--- config.mk ---
export PLATFORM = sky130hd
export DESIGN_NAME = min_heap_priority_queue_unit
export DESIGN_NICKNAME = d
export VERILOG_FILES = /design/src/mhpq_pkg.sv /design/src/mhpq_dp.sv /design/src/mhpq_ctrl.sv /design/src/min_heap_priority_queue_unit.sv
export SDC_FILE = /design/constraint.sdc
export NUM_CORES = 2
export LEC_CHECK = 0
export ABC_AREA = 1
export BUFFER_PORTS_ARGS = -buffer_cell sky130_fd_sc_hd__buf_2
export CAP_MARGIN = 20
export CELL_PAD_IN_SITES_DETAIL_PLACEMENT = 0
export CELL_PAD_IN_SITES_GLOBAL_PLACEMENT = 1
export CORE_MARGIN = 3
export CORE_UTILIZATION = 50
export DETAILED_ROUTE_END_ITERATION = 16
export PLACE_DENSITY = 0.8
export SLEW_MARGIN = 20
export SYNTH_ARGS = -nofsm -noshare
export SYNTH_HDL_FRONTEND = slang
export SYNTH_SLANG_ARGS = --single-unit
export TNS_END_PERCENT = 100
--- constraint.sdc ---
create_clock -name clk -period 7.35 [get_ports clk]
set_input_delay 0.735 -clock clk [delete_from_list [all_inputs] [get_ports clk]]
set_output_delay 0.735 -clock clk [all_outputs]
set_load 0.05 [all_outputs]
--- src/mhpq_pkg.sv ---
// Shared types and constants of the min-heap priority queue.
package mhpq_pkg;

    localparam int KEY_W       = 32;
    localparam int STAT_W      = 2;
    localparam int OCC_W       = 7;
    localparam int IN_TDATA_W  = 32;
    localparam int IN_TUSER_W  = 1;
    localparam int OUT_TDATA_W = 48;
    localparam int OUT_PAD_W   = OUT_TDATA_W - KEY_W - STAT_W - OCC_W;

    typedef enum logic [0:0] {
        REQ_INSERT  = 1'b0,
        REQ_EXTRACT = 1'b1
    } req_t;

    typedef enum logic [STAT_W-1:0] {
        RES_INSERTED  = 2'd0,
        RES_EXTRACTED = 2'd1,
        RES_EMPTY     = 2'd2,
        RES_FULL      = 2'd3
    } res_t;

    typedef enum logic [3:0] {
        ST_IDLE,
        ST_INS_CHK,
        ST_INS_CMP,
        ST_EXT_MIN,
        ST_EXT_LOAD,
        ST_DN_CHK,
        ST_DN_LEFT,
        ST_DN_CMP,
        ST_PUSH
    } state_t;

    typedef enum logic [2:0] {
        RD_NONE,
        RD_ROOT,
        RD_PARENT,
        RD_LAST,
        RD_LEFT,
        RD_RIGHT
    } rd_sel_t;

    typedef enum logic [1:0] {
        WR_NONE,
        WR_KEY,
        WR_UP,
        WR_CHILD
    } wr_sel_t;

    typedef struct packed {
        logic    ins_start;
        logic    ext_start;
        logic    load_key;
        logic    lval_load;
        rd_sel_t rd_sel;
        wr_sel_t wr_sel;
        logic    set_res;
        res_t    res_code;
        logic    out_load;
    } cmd_t;

    typedef struct packed {
        logic count_zero;
        logic count_one;
        logic full;
        logic at_root;
        logic up_swap;
        logic left_in;
        logic down_swap;
    } sts_t;

endpackage

--- src/mhpq_dp.sv ---
// Datapath of the min-heap priority queue: heap memory, count, index and key registers.
module mhpq_dp #(
    parameter int CAPACITY = 64
) (
    input  logic                                 clk,
    input  logic                                 rst_n,
    input  logic signed [mhpq_pkg::KEY_W-1:0]    key_in,
    input  mhpq_pkg::cmd_t                       cmd,
    output mhpq_pkg::sts_t                       sts,
    output logic [mhpq_pkg::OUT_TDATA_W-1:0]     out_data
);
    import mhpq_pkg::*;

    localparam int AW = $clog2(CAPACITY);
    localparam int CW = $clog2(CAPACITY + 1);

    logic signed [KEY_W-1:0] mem [CAPACITY];

    logic [CW-1:0]           count_reg, count_next;
    logic [AW-1:0]           idx_reg, idx_next;
    logic signed [KEY_W-1:0] key_reg, key_next;
    logic signed [KEY_W-1:0] lval_reg, lval_next;
    logic signed [KEY_W-1:0] rdata_reg;
    logic signed [KEY_W-1:0] res_key_reg, res_key_next;
    res_t                    res_code_reg, res_code_next;
    logic [OUT_TDATA_W-1:0]  out_data_reg, out_data_next;

    logic [AW-1:0]           parent_idx;
    logic [AW+1:0]           left_idx;
    logic [AW+1:0]           right_idx;
    logic [AW+1:0]           count_ext;
    logic                    right_in;
    logic                    right_sel;
    logic signed [KEY_W-1:0] child_val;
    logic [AW-1:0]           child_idx;
    logic                    rd_en;
    logic [AW-1:0]           rd_addr;
    logic                    wr_en;
    logic [AW-1:0]           wr_addr;
    logic signed [KEY_W-1:0] wr_data;

    assign parent_idx = (idx_reg - AW'(1)) >> 1;
    assign left_idx   = (AW + 2)'({idx_reg, 1'b1});
    assign right_idx  = left_idx + (AW + 2)'(1);
    assign count_ext  = (AW + 2)'(count_reg);
    assign right_in   = right_idx < count_ext;
    // The right child wins only when strictly smaller; ties stay with the left child.
    assign right_sel  = right_in && (rdata_reg < lval_reg);
    assign child_val  = right_sel ? rdata_reg : lval_reg;
    assign child_idx  = right_sel ? right_idx[AW-1:0] : left_idx[AW-1:0];

    always_comb
    begin
        sts.count_zero = (count_reg == '0);
        sts.count_one  = (count_reg == CW'(1));
        sts.full       = (count_reg == CW'(CAPACITY));
        sts.at_root    = (idx_reg == '0);
        sts.up_swap    = (rdata_reg > key_reg);
        sts.left_in    = (left_idx < count_ext);
        sts.down_swap  = (child_val < key_reg);
    end

    always_comb
    begin
        rd_en   = 1'b1;
        rd_addr = '0;
        case (cmd.rd_sel)
            RD_ROOT:   rd_addr = '0;
            RD_PARENT: rd_addr = parent_idx;
            RD_LAST:   rd_addr = AW'(count_reg - CW'(1));
            RD_LEFT:   rd_addr = left_idx[AW-1:0];
            RD_RIGHT:  rd_addr = right_idx[AW-1:0];
            default:   rd_en   = 1'b0;
        endcase
    end

    always_comb
    begin
        wr_en   = 1'b1;
        wr_addr = idx_reg;
        wr_data = key_reg;
        case (cmd.wr_sel)
            WR_KEY:   wr_data = key_reg;
            WR_UP:    wr_data = rdata_reg;
            WR_CHILD: wr_data = child_val;
            default:  wr_en   = 1'b0;
        endcase
    end

    always_ff @(posedge clk)
    begin
        if (wr_en)
        begin
            mem[wr_addr] <= wr_data;
        end
        if (rd_en)
        begin
            rdata_reg <= mem[rd_addr];
        end
    end

    always_comb
    begin
        count_next    = count_reg;
        idx_next      = idx_reg;
        key_next      = key_reg;
        lval_next     = lval_reg;
        res_key_next  = res_key_reg;
        res_code_next = res_code_reg;
        out_data_next = out_data_reg;

        if (cmd.ins_start)
        begin
            key_next   = key_in;
            idx_next   = AW'(count_reg);
            count_next = count_reg + CW'(1);
        end
        if (cmd.ext_start)
        begin
            count_next = count_reg - CW'(1);
        end
        if (cmd.load_key)
        begin
            key_next = rdata_reg;
            idx_next = '0;
        end
        if (cmd.lval_load)
        begin
            lval_next = rdata_reg;
        end
        if (cmd.wr_sel == WR_UP)
        begin
            idx_next = parent_idx;
        end
        if (cmd.wr_sel == WR_CHILD)
        begin
            idx_next = child_idx;
        end
        if (cmd.set_res)
        begin
            res_code_next = cmd.res_code;
            res_key_next  = (cmd.res_code == RES_EXTRACTED) ? rdata_reg : '0;
        end
        if (cmd.out_load)
        begin
            // Occupancy is reported modulo 128.
            out_data_next = {{OUT_PAD_W{1'b0}}, OCC_W'(count_reg), res_code_reg, res_key_reg};
        end
    end

    always_ff @(posedge clk or negedge rst_n)
    begin
        if (!rst_n)
        begin
            count_reg <= '0;
        end
        else
        begin
            count_reg <= count_next;
        end
    end

    always_ff @(posedge clk)
    begin
        idx_reg      <= idx_next;
        key_reg      <= key_next;
        lval_reg     <= lval_next;
        res_key_reg  <= res_key_next;
        res_code_reg <= res_code_next;
        out_data_reg <= out_data_next;
    end

    assign out_data = out_data_reg;

`ifndef SYNTHESIS
    a_count_bound: assert property (@(posedge clk) disable iff (!rst_n)
        count_reg <= CW'(CAPACITY))
        else $error("element count exceeds capacity");
    a_ins_not_full: assert property (@(posedge clk) disable iff (!rst_n)
        cmd.ins_start |-> !sts.full)
        else $error("insert started on a full heap");
    a_ext_not_empty: assert property (@(posedge clk) disable iff (!rst_n)
        cmd.ext_start |-> !sts.count_zero)
        else $error("extract started on an empty heap");
    a_child_valid: assert property (@(posedge clk) disable iff (!rst_n)
        (cmd.wr_sel == WR_CHILD) |-> sts.left_in)
        else $error("swap with a child that is not in the heap");
`endif

endmodule

--- src/mhpq_ctrl.sv ---
// Controller state machine of the min-heap priority queue.
module mhpq_ctrl (
    input  logic           clk,
    input  logic           rst_n,
    input  logic           s_tvalid,
    output logic           s_tready,
    input  logic           req_type,
    output logic           m_tvalid,
    input  logic           m_tready,
    input  mhpq_pkg::sts_t sts,
    output mhpq_pkg::cmd_t cmd
);
    import mhpq_pkg::*;

    state_t state_reg, state_next;
    logic   m_tvalid_reg, m_tvalid_next;
    logic   out_free;

    assign out_free = !m_tvalid_reg || m_tready;

    always_ff @(posedge clk or negedge rst_n)
    begin
        if (!rst_n)
        begin
            state_reg    <= ST_IDLE;
            m_tvalid_reg <= 1'b0;
        end
        else
        begin
            state_reg    <= state_next;
            m_tvalid_reg <= m_tvalid_next;
        end
    end

    always_comb
    begin
        state_next = state_reg;
        s_tready   = 1'b0;
        cmd        = '0;
        cmd.rd_sel = RD_NONE;
        cmd.wr_sel = WR_NONE;
        cmd.res_code = RES_INSERTED;

        case (state_reg)
            ST_IDLE:
            begin
                s_tready = 1'b1;
                if (s_tvalid)
                begin
                    if (req_type == REQ_INSERT)
                    begin
                        if (sts.full)
                        begin
                            cmd.set_res  = 1'b1;
                            cmd.res_code = RES_FULL;
                            state_next   = ST_PUSH;
                        end
                        else
                        begin
                            cmd.ins_start = 1'b1;
                            state_next    = ST_INS_CHK;
                        end
                    end
                    else if (sts.count_zero)
                    begin
                        cmd.set_res  = 1'b1;
                        cmd.res_code = RES_EMPTY;
                        state_next   = ST_PUSH;
                    end
                    else
                    begin
                        cmd.rd_sel = RD_ROOT;
                        state_next = ST_EXT_MIN;
                    end
                end
            end
            ST_INS_CHK:
            begin
                if (sts.at_root)
                begin
                    cmd.wr_sel   = WR_KEY;
                    cmd.set_res  = 1'b1;
                    cmd.res_code = RES_INSERTED;
                    state_next   = ST_PUSH;
                end
                else
                begin
                    cmd.rd_sel = RD_PARENT;
                    state_next = ST_INS_CMP;
                end
            end
            ST_INS_CMP:
            begin
                if (sts.up_swap)
                begin
                    cmd.wr_sel = WR_UP;
                    state_next = ST_INS_CHK;
                end
                else
                begin
                    cmd.wr_sel   = WR_KEY;
                    cmd.set_res  = 1'b1;
                    cmd.res_code = RES_INSERTED;
                    state_next   = ST_PUSH;
                end
            end
            ST_EXT_MIN:
            begin
                cmd.set_res   = 1'b1;
                cmd.res_code  = RES_EXTRACTED;
                cmd.ext_start = 1'b1;
                if (sts.count_one)
                begin
                    state_next = ST_PUSH;
                end
                else
                begin
                    cmd.rd_sel = RD_LAST;
                    state_next = ST_EXT_LOAD;
                end
            end
            ST_EXT_LOAD:
            begin
                cmd.load_key = 1'b1;
                state_next   = ST_DN_CHK;
            end
            ST_DN_CHK:
            begin
                if (sts.left_in)
                begin
                    cmd.rd_sel = RD_LEFT;
                    state_next = ST_DN_LEFT;
                end
                else
                begin
                    cmd.wr_sel = WR_KEY;
                    state_next = ST_PUSH;
                end
            end
            ST_DN_LEFT:
            begin
                cmd.lval_load = 1'b1;
                cmd.rd_sel    = RD_RIGHT;
                state_next    = ST_DN_CMP;
            end
            ST_DN_CMP:
            begin
                if (sts.down_swap)
                begin
                    cmd.wr_sel = WR_CHILD;
                    state_next = ST_DN_CHK;
                end
                else
                begin
                    cmd.wr_sel = WR_KEY;
                    state_next = ST_PUSH;
                end
            end
            ST_PUSH:
            begin
                if (out_free)
                begin
                    cmd.out_load = 1'b1;
                    state_next   = ST_IDLE;
                end
            end
            default:
            begin
                state_next = ST_IDLE;
            end
        endcase
    end

    assign m_tvalid_next = cmd.out_load ? 1'b1 : (m_tready ? 1'b0 : m_tvalid_reg);
    assign m_tvalid      = m_tvalid_reg;

`ifndef SYNTHESIS
    a_push_holds: assert property (@(posedge clk) disable iff (!rst_n)
        (state_reg == ST_PUSH && !out_free) |=> (state_reg == ST_PUSH))
        else $error("result dropped while the output was busy");
    a_one_at_a_time: assert property (@(posedge clk) disable iff (!rst_n)
        (s_tvalid && s_tready) |=> !s_tready)
        else $error("second request taken while one is in progress");
    a_load_after_min: assert property (@(posedge clk) disable iff (!rst_n)
        (state_reg == ST_EXT_LOAD) |-> ($past(state_reg) == ST_EXT_MIN))
        else $error("last element loaded outside an extract");
`endif

endmodule

--- src/min_heap_priority_queue_unit.sv ---
// Top level of the min-heap priority queue: request and result streams around the core.
//
// This block is a binary min-heap of signed 32-bit keys held in an on-chip memory of CAPACITY
// entries. Each request on the slave stream either inserts s_tdata (s_tuser = 0) or extracts
// the smallest key (s_tuser = 1), and produces exactly one result on the master stream carrying
// the extracted key (zero unless extracted), a status code (inserted, extracted, empty on
// extract, full on insert) and the number of keys held afterward, modulo 128. Requests are
// worked one at a time; the heap memory has one read and one write port with a registered
// read, so each level of sift-up reads the parent and then compares and writes, and each level
// of sift-down reads the left child, then the right child, and then compares and writes. The
// next request is accepted in the same cycle as the result is first offered. The result sits
// in an output register, so the next request is accepted while the previous result still
// waits for m_tready. No clearing pass is needed after reset; the heap starts empty.
module min_heap_priority_queue_unit #(
    parameter int CAPACITY = 64
) (
    input  logic                                 clk,
    input  logic                                 rst_n,
    input  logic                                 s_tvalid,
    output logic                                 s_tready,
    // key_in [31:0]
    input  logic [mhpq_pkg::IN_TDATA_W-1:0]      s_tdata,
    // req_type [0]
    input  logic [mhpq_pkg::IN_TUSER_W-1:0]      s_tuser,
    output logic                                 m_tvalid,
    input  logic                                 m_tready,
    // key_out [31:0], status [33:32], occupancy [40:34], zero padding [47:41]
    output logic [mhpq_pkg::OUT_TDATA_W-1:0]     m_tdata
);
    import mhpq_pkg::*;

    cmd_t cmd;
    sts_t sts;

    // The controller sequences one request at a time through the datapath.
    mhpq_ctrl u_ctrl (
        .clk      (clk),
        .rst_n    (rst_n),
        .s_tvalid (s_tvalid),
        .s_tready (s_tready),
        .req_type (s_tuser[0]),
        .m_tvalid (m_tvalid),
        .m_tready (m_tready),
        .sts      (sts),
        .cmd      (cmd)
    );

    // The datapath holds the heap memory, the element count and the result register.
    mhpq_dp #(
        .CAPACITY (CAPACITY)
    ) u_dp (
        .clk      (clk),
        .rst_n    (rst_n),
        .key_in   ($signed(s_tdata[KEY_W-1:0])),
        .cmd      (cmd),
        .sts      (sts),
        .out_data (m_tdata)
    );

endmodule
==> impl_summary.txt <==
----------------------------------------------------
[Critical path]
  Launch point of the worst reg-to-reg path ... u_dp.idx_reg[0]
  Critical Path Source Type ... flop
  Crit path largest cell delay ... ~500 ps
  Crit path required time ... 7920 ps
  Reg2reg path depth ... 29
  Worst path arrival time ... approximately 7300 ps
  R2r setup slk ... approximately 610 ps
  Crit Path Class ... reg2reg
  Crit Path Max Fanout ... 36
  Critical-path top delay cell ... sky130_fd_sc_hd__edfxtp_1
  Category of the worst setup path capture point ... flop
  Worst flop-to-flop path endpoint ... u_dp.mem[6][12]

[Synth]
  Cell variety after synth ... 51
  Post-synthesis instance area ... between 90000 and 100000 um^2
  Yosys warning total ... 0
  Dominant register cell in the synthesized netlist ... sky130_fd_sc_hd__edfxtp_1
  Share of the synthesized area in the top cell type ... 71.89%
  Syn_area_per_cell ... 14.11 um^2
  Most area-hungry cell type in the Yosys netlist ... sky130_fd_sc_hd__edfxtp_1
  Number of flops mapped to enable cells by yosys ... 2225
  Proportion of synthesized flip-flops having asynchronous set or reset ... 0.5364%
  Fraction of the yosys area taken by sequential cells ... a little over 70%
  Register bit count reported by yosys ... roughly 2200
  Area contributors post-synth ... sky130_fd_sc_hd__edfxtp_1, sky130_fd_sc_hd__o211ai_1, sky130_fd_sc_hd__mux2i_1
  Cells after Synth ... 6585

[GRT]
  All-Layer GR Usage ... 23.85%
  Via count of the first global-routing pass ... 54340
  Number of antenna violations at the first check in global routing ... 9
  Wire length of the first global-routing pass ... roughly 350000 um
  Largest net degree at the start of global routing ... 189
  Grt ovf ... 0

[Finish]
  Core Util, Final ... 56.67%
  Number of flip-flops in the largest register ... 2048
  Synthesis-to-layout area growth ... 12.12%
  Top library cells by usage in the layout, fill and taps aside ... sky130_fd_sc_hd__edfxtp_1, sky130_fd_sc_hd__o211ai_1, sky130_fd_sc_hd__nor2_1
  Final-layout fill cell count ... 14420
  Layout cells sized above 1 ... between 10% and 20%
  Leading cell type in the layout, fill and taps excluded ... sky130_fd_sc_hd__edfxtp_1
  Final net count ... roughly 6800

[Clock network]
  Clock latency at the later pin of the worst-skew pair ... 860 ps
  Count of H-tree levels built during CTS ... 4
  Clock tree buffer depth ... 3
  CTS Buf Count ... 215
  Sinks on the clock net ... 2237
  Number of buffers inserted to repair setup after CTS ... 0
  Clock tree root driver cell ... sky130_fd_sc_hd__clkbuf_16
  Post-cts hold buffer count ... 1
  Clock transition time at the flip-flop clock pins of the worst setup and hold paths ... 70 ps
  CTS tree ... built
  CTS-repair resized insts ... 0

[STA]
  Fin crit period ... just under 7000 ps
  Final Max Tran Viols ... 0
  Worst slew margin relative to its limit ... between 20% and 30%
  Worst hold slack across all endpoints ... 97.84 ps
  Worst clock skew on the final layout ... 68.90 ps
  Max Freq ... around 150 MHz
  Slew at the pin closest to its max-slew limit ... approximately 1100 ps
  Final Setup Violations ... 0
  Setup repair after global routing missed its margin ... no
  Crit share post-route ... 91.72%
  Final Hold Violating Endpoints ... 0
  Sum of negative setup slack ... 0 ps

[Die]
  Starting density of the core ... 50.54%
  IO Pins ... 87
  Area inside the core boundary ... 183900 um^2
  DIE AREA ... ~190000 um^2
  Chip height ... 437.1 um
  Die extent in x ... 437.1 um
  Total number of placement rows ... 157

[Detailed routing]
  Wire length per cell ... 25.08 um
  Remaining routing DRC violations ... 0
  Via density per instance ... 6.021
  Final Routed Wirelength ... 232500 um
  Number of vias in the routed layout ... 55800
  Detailed Routing Iterations Pass 1 ... 6
  Starting DRC count in detailed routing ... ~6300
  DRT antenna net count ... 0

[Hold path]
  Worst Hold Launch ... m_tready
  Type of the tightest min-delay check ... in2reg
  Instance count along the most critical hold path ... 2
  Hold endpoint ... u_ctrl.m_tvalid

[Placed design]
  Placed wire-length estimate after detailed placement ... 136600 um
  Last weighted congestion value of the routability-driven placer ... 0.9142
  Port Buffers ... between 70 and 80

[Pwr]
  Clock share of power ... about 23%
  Sw Share ... 39.97%
  Maximum ir drop on the vdd rail ... 0.3417 mV
  Share of total power in combinational logic ... about two fifths
  Int Power ... around 0.028 W
  Fraction of power consumed by sequential logic ... between 30% and 40%
  Leakage power total ... 33.10 nW
  Total net switching power ... 0.01893 W
  Cell area power density ... roughly 450 nW/um^2

[Run status]
  Result of the run ... completed

[Flow run]
  Max-cap violation count ... 0

----------------------------------------------------
-- critical path, delay by kind of cell (launching register included) --
kind                     cells  cell delay (ps)
AND/OR/NAND/NOR             10             2010
buffers and inverters        9             1860
AO/OA/AOI/OAI                8             1430
adder cells (fa/ha/maj)      2              590
flip-flops                   1              510
-- kinds of logic after synthesis --
group | after synthesis | share of synthesized area, %
AND/OR/NAND/NOR | 1841 | 9.335
AO/OA/AOI/OAI | 1454 | 11.05
buffers and inverters | 668 | 2.986
adder cells (fa/ha/maj) | 111 | 1.494
flip-flops | 2237 | 72.22
XOR/XNOR | 17 | 0.1602
multiplexers | 256 | 2.757
other | 1 | 0.004035
-- area by class of cell --
class	count	area, um^2	share of cell area [%]
Clock inverter	129	1348	1.293
Clock buffer	267	5618	5.392
Sequential cell	2237	67110	64.41
Inverter	206	785.8	0.7541
Tap cell	2464	3083	2.959
Multi-Input combinational cell	3686	23520	22.57
Timing Repair Buffer	276	2719	2.609
Antenna cell	3	7.507	0.007205
-- Yosys cell counts (2+ instances only) --
| master | instances |
|---|---|
| sky130_fd_sc_hd__a211oi_1 | 6 |
| sky130_fd_sc_hd__a21oi_1 | 52 |
| sky130_fd_sc_hd__a31oi_1 | 2 |
| sky130_fd_sc_hd__buf_1 | 50 |
| sky130_fd_sc_hd__buf_2 | 137 |
| sky130_fd_sc_hd__buf_4 | 19 |
| sky130_fd_sc_hd__buf_6 | 3 |
| sky130_fd_sc_hd__clkbuf_1 | 253 |
| sky130_fd_sc_hd__dfrtp_1 | 12 |
| sky130_fd_sc_hd__edfxtp_1 | 2225 |
| sky130_fd_sc_hd__ha_1 | 111 |
| sky130_fd_sc_hd__inv_1 | 193 |
| sky130_fd_sc_hd__inv_2 | 11 |
| sky130_fd_sc_hd__mux2i_1 | 256 |
| sky130_fd_sc_hd__nand2_1 | 338 |
| sky130_fd_sc_hd__nand2_2 | 3 |
| sky130_fd_sc_hd__nand3_1 | 286 |
| sky130_fd_sc_hd__nand3_2 | 2 |
| sky130_fd_sc_hd__nand3b_1 | 3 |
| sky130_fd_sc_hd__nand4_1 | 12 |
| sky130_fd_sc_hd__nor2_1 | 662 |
| sky130_fd_sc_hd__nor2_2 | 6 |
| sky130_fd_sc_hd__nor3_1 | 12 |
| sky130_fd_sc_hd__o211ai_1 | 771 |
| sky130_fd_sc_hd__o21a_1 | 3 |
| sky130_fd_sc_hd__o21ai_0 | 308 |
| sky130_fd_sc_hd__o21ai_1 | 41 |
| sky130_fd_sc_hd__o221ai_1 | 3 |
| sky130_fd_sc_hd__o22ai_1 | 3 |
| sky130_fd_sc_hd__o311ai_0 | 256 |
| sky130_fd_sc_hd__or2_0 | 264 |
| sky130_fd_sc_hd__or2_2 | 248 |
| sky130_fd_sc_hd__xnor2_1 | 2 |
| sky130_fd_sc_hd__xor2_1 | 15 |
-- worst max path at each step --
stage	start	endpoint	slack (ps)
2_1_floorplan	u_dp.idx_reg[0]	u_dp.mem[19][0]	1510
3_3_place_gp	u_dp.idx_reg[0]	u_dp.mem[14][12]	620
3_5_place_dp	u_dp.idx_reg[0]	u_dp.mem[12][12]	700
4_1_cts	u_dp.idx_reg[0]	u_dp.mem[15][12]	680
5_1_grt	u_dp.idx_reg[0]	u_dp.mem[10][17]	30
6_report	u_dp.idx_reg[0]	u_dp.mem[6][12]	610
-- per-stage QoR --
| stage | area [um^2] | setup slack, ps | total power, W | cells |
|---|---|---|---|---|
| 2_1_floorplan | 92960 | 1514 | 0.02903 | 6591 |
| 3_3_place_gp | 97180 | 617.4 | 0.03605 | 8866 |
| 3_5_place_dp | 97190 | 703.7 | 0.03636 | 8867 |
| 4_1_cts | 104200 | 680.8 | 0.04729 | 9264 |
| 5_1_grt | 104200 | 30.91 | 0.04960 | 9265 |
| 6_report | 104200 | 608.3 | 0.04736 | 9268 |
-- metal layers --
metal	wire, um	global-route usage, %	vias to the layer above
li1	-	-	25260
met1	100700	34.51	28050
met2	108500	37.47	2142
met3	18260	4.521	349
met4	5059	6.010	0
met5	0	0	-
-- power groups by stage --
stage / registers, W / clock network, W / logic [W]
6_report: 0.0175 / 0.0109 / 0.0189
5_1_grt: 0.0175 / 0.0116 / 0.0204
4_1_cts: 0.0175 / 0.0111 / 0.0187
3_5_place_dp: 0.0178 / 0 / 0.0186
3_3_place_gp: 0.0177 / 0 / 0.0183
2_1_floorplan: 0.0179 / 0 / 0.0111
Power figures use the tool's default switching activity.
